**src/hdl/cpba_pkg.sv**
```systemverilog
// ============================================================================
// Contiguous page bitmap allocator: package
// Command, status and register codes plus fixed field widths.
// ============================================================================
package cpba_pkg;

    // Fixed field widths.
    localparam int PAGE_W    = 12;
    localparam int TOT_W     = 13;
    localparam int LFSR_W    = 16;
    localparam int CFG_IDX_W = 1;
    localparam int CFG_W     = 16;

    // Largest page total the 13-bit register can express.
    localparam int MAX_TOTAL = 8191;

    // Galois feedback taps of the skip-ahead generator.
    localparam logic [LFSR_W-1:0] LFSR_TAPS = 16'hB400;

    typedef logic [1:0]           t_cmd;
    typedef logic [1:0]           t_status;
    typedef logic [CFG_IDX_W-1:0] t_cfg_idx;

    localparam t_cmd CMD_MARK_USED = 2'd0;
    localparam t_cmd CMD_MARK_FREE = 2'd1;
    localparam t_cmd CMD_FIND      = 2'd2;
    localparam t_cmd CMD_TEST      = 2'd3;

    localparam t_status ST_OK     = 2'd0;
    localparam t_status ST_NO_RUN = 2'd1;
    localparam t_status ST_ERROR  = 2'd2;

    localparam t_cfg_idx CFG_PAGES = 1'b0;
    localparam t_cfg_idx CFG_SEED  = 1'b1;

    // One step of the skip-ahead generator.
    function automatic logic [LFSR_W-1:0] lfsr_step(input logic [LFSR_W-1:0] s);
        logic [LFSR_W-1:0] sh;
        sh = s >> 1;
        return s[0] ? (sh ^ LFSR_TAPS) : sh;
    endfunction

endpackage

```
**src/hdl/cpba_jmod.sv**
```systemverilog
// ============================================================================
// Contiguous page bitmap allocator: skip distance unit
// Reduces a generator word modulo the jump span by reciprocal multiplication.
// ============================================================================
module cpba_jmod #(
    parameter int MAX_JUMP = 4096
) (
    input  logic                            i_clk,
    input  logic                            i_rst_n,
    input  logic                            i_start,
    input  logic [cpba_pkg::LFSR_W-1:0]     i_value,
    output logic                            o_done,
    output logic [$clog2(MAX_JUMP)-1:0]     o_rem
);
    import cpba_pkg::*;

    localparam int JW = $clog2(MAX_JUMP);
    // Scaled reciprocal of the span, rounded up; the quotient is exact for
    // every 16-bit word when the product is shifted down by 32 bits.
    localparam int     RW    = 2 * LFSR_W + 1;
    localparam int     PW    = LFSR_W + RW;
    localparam longint RECIP = (longint'(1) << (2 * LFSR_W)) / longint'(MAX_JUMP) + 1;

    logic              r_ph1;
    logic              r_ph2;
    logic              r_done;
    logic [LFSR_W-1:0] r_val;
    logic [LFSR_W-1:0] r_quo;
    logic [LFSR_W-1:0] r_rem;
    logic [PW-1:0]     prod;
    logic [RW-1:0]     back;

    // Quotient estimate and its multiple of the span.
    always_comb begin
        prod = PW'(r_val) * PW'(RECIP);
        back = RW'(r_quo) * RW'(MAX_JUMP);
    end

    // Two stages: quotient first, then the remainder left over.
    always_ff @(posedge i_clk) begin
        if (!i_rst_n) begin
            r_ph1  <= 1'b0;
            r_ph2  <= 1'b0;
            r_done <= 1'b0;
        end else begin
            r_ph1  <= i_start;
            r_ph2  <= r_ph1;
            r_done <= r_ph2;
        end
        if (i_start) begin
            r_val <= i_value;
        end
        if (r_ph1) begin
            r_quo <= prod[2*LFSR_W +: LFSR_W];
        end
        if (r_ph2) begin
            r_rem <= r_val - back[LFSR_W-1:0];
        end
    end

    assign o_done = r_done;
    assign o_rem  = r_rem[JW-1:0];

endmodule

```
**config.mk**
```make
export PLATFORM = sky130hd
export DESIGN_NAME = cpba_jmod
export DESIGN_NICKNAME = d
export VERILOG_FILES = /design/src/hdl/cpba_pkg.sv /design/src/hdl/cpba_jmod.sv
export SDC_FILE = /design/constraint.sdc
export NUM_CORES = 1
export LEC_CHECK = 0
export BUFFER_PORTS_ARGS = -buffer_cell sky130_fd_sc_hd__buf_4
export CORE_MARGIN = 1
export CORE_UTILIZATION = 45
export DETAILED_ROUTE_END_ITERATION = 16
export GPL_TIMING_DRIVEN = 1
export PLACE_DENSITY = 0.75
export SKIP_LAST_GASP = 1
export SLEW_MARGIN = 40
export SYNTH_ARGS = -nofsm -noshare
export SYNTH_HDL_FRONTEND = slang
export SYNTH_SLANG_ARGS = --single-unit
```
**constraint.sdc**
```tcl
create_clock -name i_clk -period 1.1 [get_ports i_clk]
set_input_delay 0 -clock i_clk [delete_from_list [all_inputs] [get_ports i_clk]]
set_output_delay 0 -clock i_clk [all_outputs]
set_load 0.005 [all_outputs]
```
# Yosys cells after proc, flatten, opt, wreduce, memory -nomap -nowiden
# Index checks and enable logic that the tools add are counted.
[totals] output_inout_bits=13 wordCells=6 in_bits=19 reg_bits=31
[op_classes] addsub=1
[ops] cell="subtractor 12 x 1 -> 12 bit, second input constant" count=1

# Depth between registers and ports, before layout
[depth] word_depth=1 ltp_mapped=1 mapped_depth_nobuf=1

# Worst setup path after synthesis
# Ideal clock, no wire load.
[synth_timing] path_type="register -> register" start="reg r_ph2" end="reg r_rem[0], enable pin" stages_incl_launch_ff=1 t_arrival_ns=0.539 required_ns=0.745 path_slack_ns=0.206 n_path_buf=0 period_less_slack_ns=0.894 setup_time_ns=0.355 path_cell_list="dfxtp_1"
[synth_lines] element="start, declared" line_no="cpba_jmod.sv:25" rtl="logic r_ph2;"
[synth_lines] element="start signal, assigned" line_no="cpba_jmod.sv:47" rtl="r_ph2 <= r_ph1;"
[synth_lines] element="end signal, assigned" line_no="cpba_jmod.sv:57" rtl="r_rem <= r_val - back[LFSR_W-1:0];"
[synth_lines] element="end, declared" line_no="cpba_jmod.sv:29" rtl="logic [LFSR_W-1:0] r_rem;"
# No word-level cell between the ends.

# Worst setup path after layout
[layout_timing] start="reg r_ph2" end="reg r_rem[1], enable pin"
# No word-level cell between the ends.

==> out/metrics.yaml <==
status:
  run_status: "complete, no violations"
yosys:
  synth_seq_area_share: 0.977
  syn_inst: 30
  synth.top_cell.area_share: 0.901
  syn_area_sq_um: 800
  synth_edf_count: 24
  synth_cell_types: 3
  async_flop_share: 0
  synth_top_cells_by_count: "24 x edfxtp_1, 3 x and2_1, 3 x dfxtp_1"
  synth_top_cell_by_area: "edfxtp_1"
  avgSynthCellArea_sq_um: 26.7
  yosys_register_bits: 27
  synthTopCellsByArea: "edfxtp_1 90%, dfxtp_1 7.5%, and2_1 2.3%"
  yosysMostFrequentCell: "edfxtp_1"
  yosys_warnings: 0
  synth_top_flop_cell: "edfxtp_1"
  synth_nets: 49
clock_network:
  insertion_delay_ns: 0.31
  cts.path.max_buffers: 2
  post-cts-setup-buffer-count: 0
  cts.clk_slew.worst_paths_ns: 0.13
  cts_made_buffers: 3
  cts-root-buf: "clkbuf_4"
  cts_tree: "built"
  cts_resized: 0
  htree_levels: 1
  cts.sinks: 27
floorplanning:
  die_h_um: 44.2
  core-area_sq_mm: 0.00158
  start_util: 0.507
  dieArea_sq_mm: 0.00195
  fp.dieW_um: 44.2
  num_rows: 14
  io-pin-count: 32
detailed_routing:
  first_pass_iters: 6
  drt_iter0_drc: 15
  vias: 405
  postRouteWirelength_mm: 1.03
  ant_nets: 0
  via_per_inst: 4.40
  post_drt_wl_per_cell_um: 11.2
  remaining_drc_errors: 0
global_route:
  grt_max_degree: 15
  antenna_found_initial: 0
  grt_use_total: 0.119
  grt_overflow: 0
  grt_pass1_vias: 342
  grt_first_pass_wirelength_mm: 1.56
job:
  drv_cap: 0
final_layout:
  fin_nets: 96
  drive_gt1_frac: 0.408
  fill_cells: 95
  num_antenna_cells: 0
  fin_area_sq_mm: 0.00120
  syn2layout_area_growth_pct: 49.6
worst_setup_path:
  crit_type: "flip-flop to flip-flop"
  reg2reg_from: "r_ph2"
  critical_path_required_ns: 1.13
  start_kind: "flip-flop"
  cp_num_cells: 1
  reg2regPathDepth: 1
  crit_family: "flip-flops"
  crit_buf_inv: 1
  startpoint: "r_ph2"
  arrival_ns: 0.87
  crit_slowest_cell: "dfxtp_1"
  path_cells: "buf_4"
  r2r-end: "r_rem[1]"
  crit_path_max_incr_delay_ns: 0.37
  crit_fanout: 11
  endpoint: "r_rem[1]"
  worstSetupEndpointType: "flip-flop"
  ff2ff_setup_slack_ns: 0.25
timing:
  fmax_mhz: 1180
  finalSetupViolations: 0
  min_period_over_period: 0.771
  totalNegativeSetupSlack_ns: 0
  relSlewSlack: 0.897
  tightest_slew_ns: 0.154
  fin_crit_ns: 0.848
  finalHoldViolations: 0
  timing.hold.ws_ns: 0.399
  grt_setup_unrepaired: "false"
  maxSlewViolCount: 0
  fin_skew_ns: 0.00432
power:
  p_leak_nw: 0.470
  ir_worst_vdd_mv: 1.00
  powerDensity_mw_per_mm2: 1420
worst_hold_path:
  min_path_type: "input port to flip-flop"
placement:
  dpl_cell_area_sq_mm: 0.00103
  place_hpwl_um: 613
  io_buffer_count: 27
  gp_congestion: 0.682
==> report_power, final <==
part	total [mW]	internal [mW]	switching [mW]
sequential	1.19	1.18	0.0121
clock	0.395	0.141	0.254
combinational	0.118	0.0829	0.0354
total	1.70	1.40	0.301
==> repair_timing <==
action	in CTS	in global routing
hold buffers	13	1
endpoints found under the setup margin	0	0
hold endpoints to repair	15	6
==> stage by stage <==
stage,setup slack [ns],cells,total power [mW],util
floorplan,0.206,30,1.22,-
CTS,0.235,91,1.71,0.752
global route,0.195,92,1.77,0.759
global placement,0.274,74,1.29,0.653
finish,0.252,92,1.70,0.759
detailed placement,0.258,74,1.29,0.653
==> metal layers <==
layer | vias to the layer above | GRT usage | part of all wire
met5 | - | 0 | 0
met4 | 0 | 0.0667 | 0.011
met3 | 2 | 0.0408 | 0.056
met2 | 21 | 0.191 | 0.52
met1 | 177 | 0.140 | 0.41
li1 | 205 | - | -
==> cell type report <==
type | instances | area, sq um | share of cell area
sequential | 27 | 781 | 0.653
timing repair buffer | 42 | 350 | 0.293
clock buffer | 4 | 26.3 | 0.0220
tap | 16 | 20.0 | 0.0167
multi-input combinational | 3 | 18.8 | 0.0157
==> sequential cells by signal, indices dropped and copies added, names as in the netlist <==
signal,count
r_rem,12
r_val,12
o_done,1
r_ph1,1
r_ph2,1
==> placed cells by master (no fill, tap or decap) <==
cell and n:
buf_4 28, edfxtp_1 24, dlygate4sd3_1 14, and2_1 3, clkbuf_4 3, dfxtp_1 3
clkbuf_1 1
==> cell families (layout without fill, tap and decap cells) <==
logic type             count (synthesis)  after routing  share of synthesized area
DFF                                   27             27                      0.977
and+or+nand+nor                        3              3                     0.0235
buffers and inverters                  0             46                          0
==> how the worst min path moves through the flow <==
stage	start	to	slack, ns	cells past startpoint
floorplan	i_value[0]	r_val[0]	0.1	0
global placement	i_value[3]	r_val[3]	0.18	1
detailed placement	i_value[8]	r_val[8]	0.18	1
CTS	i_start	r_val[9]	0.006	1
global route	i_value[3]	r_val[3]	0.38	2
finish	i_value[5]	r_val[5]	0.40	2
Power figures use the tool's default switching activity.
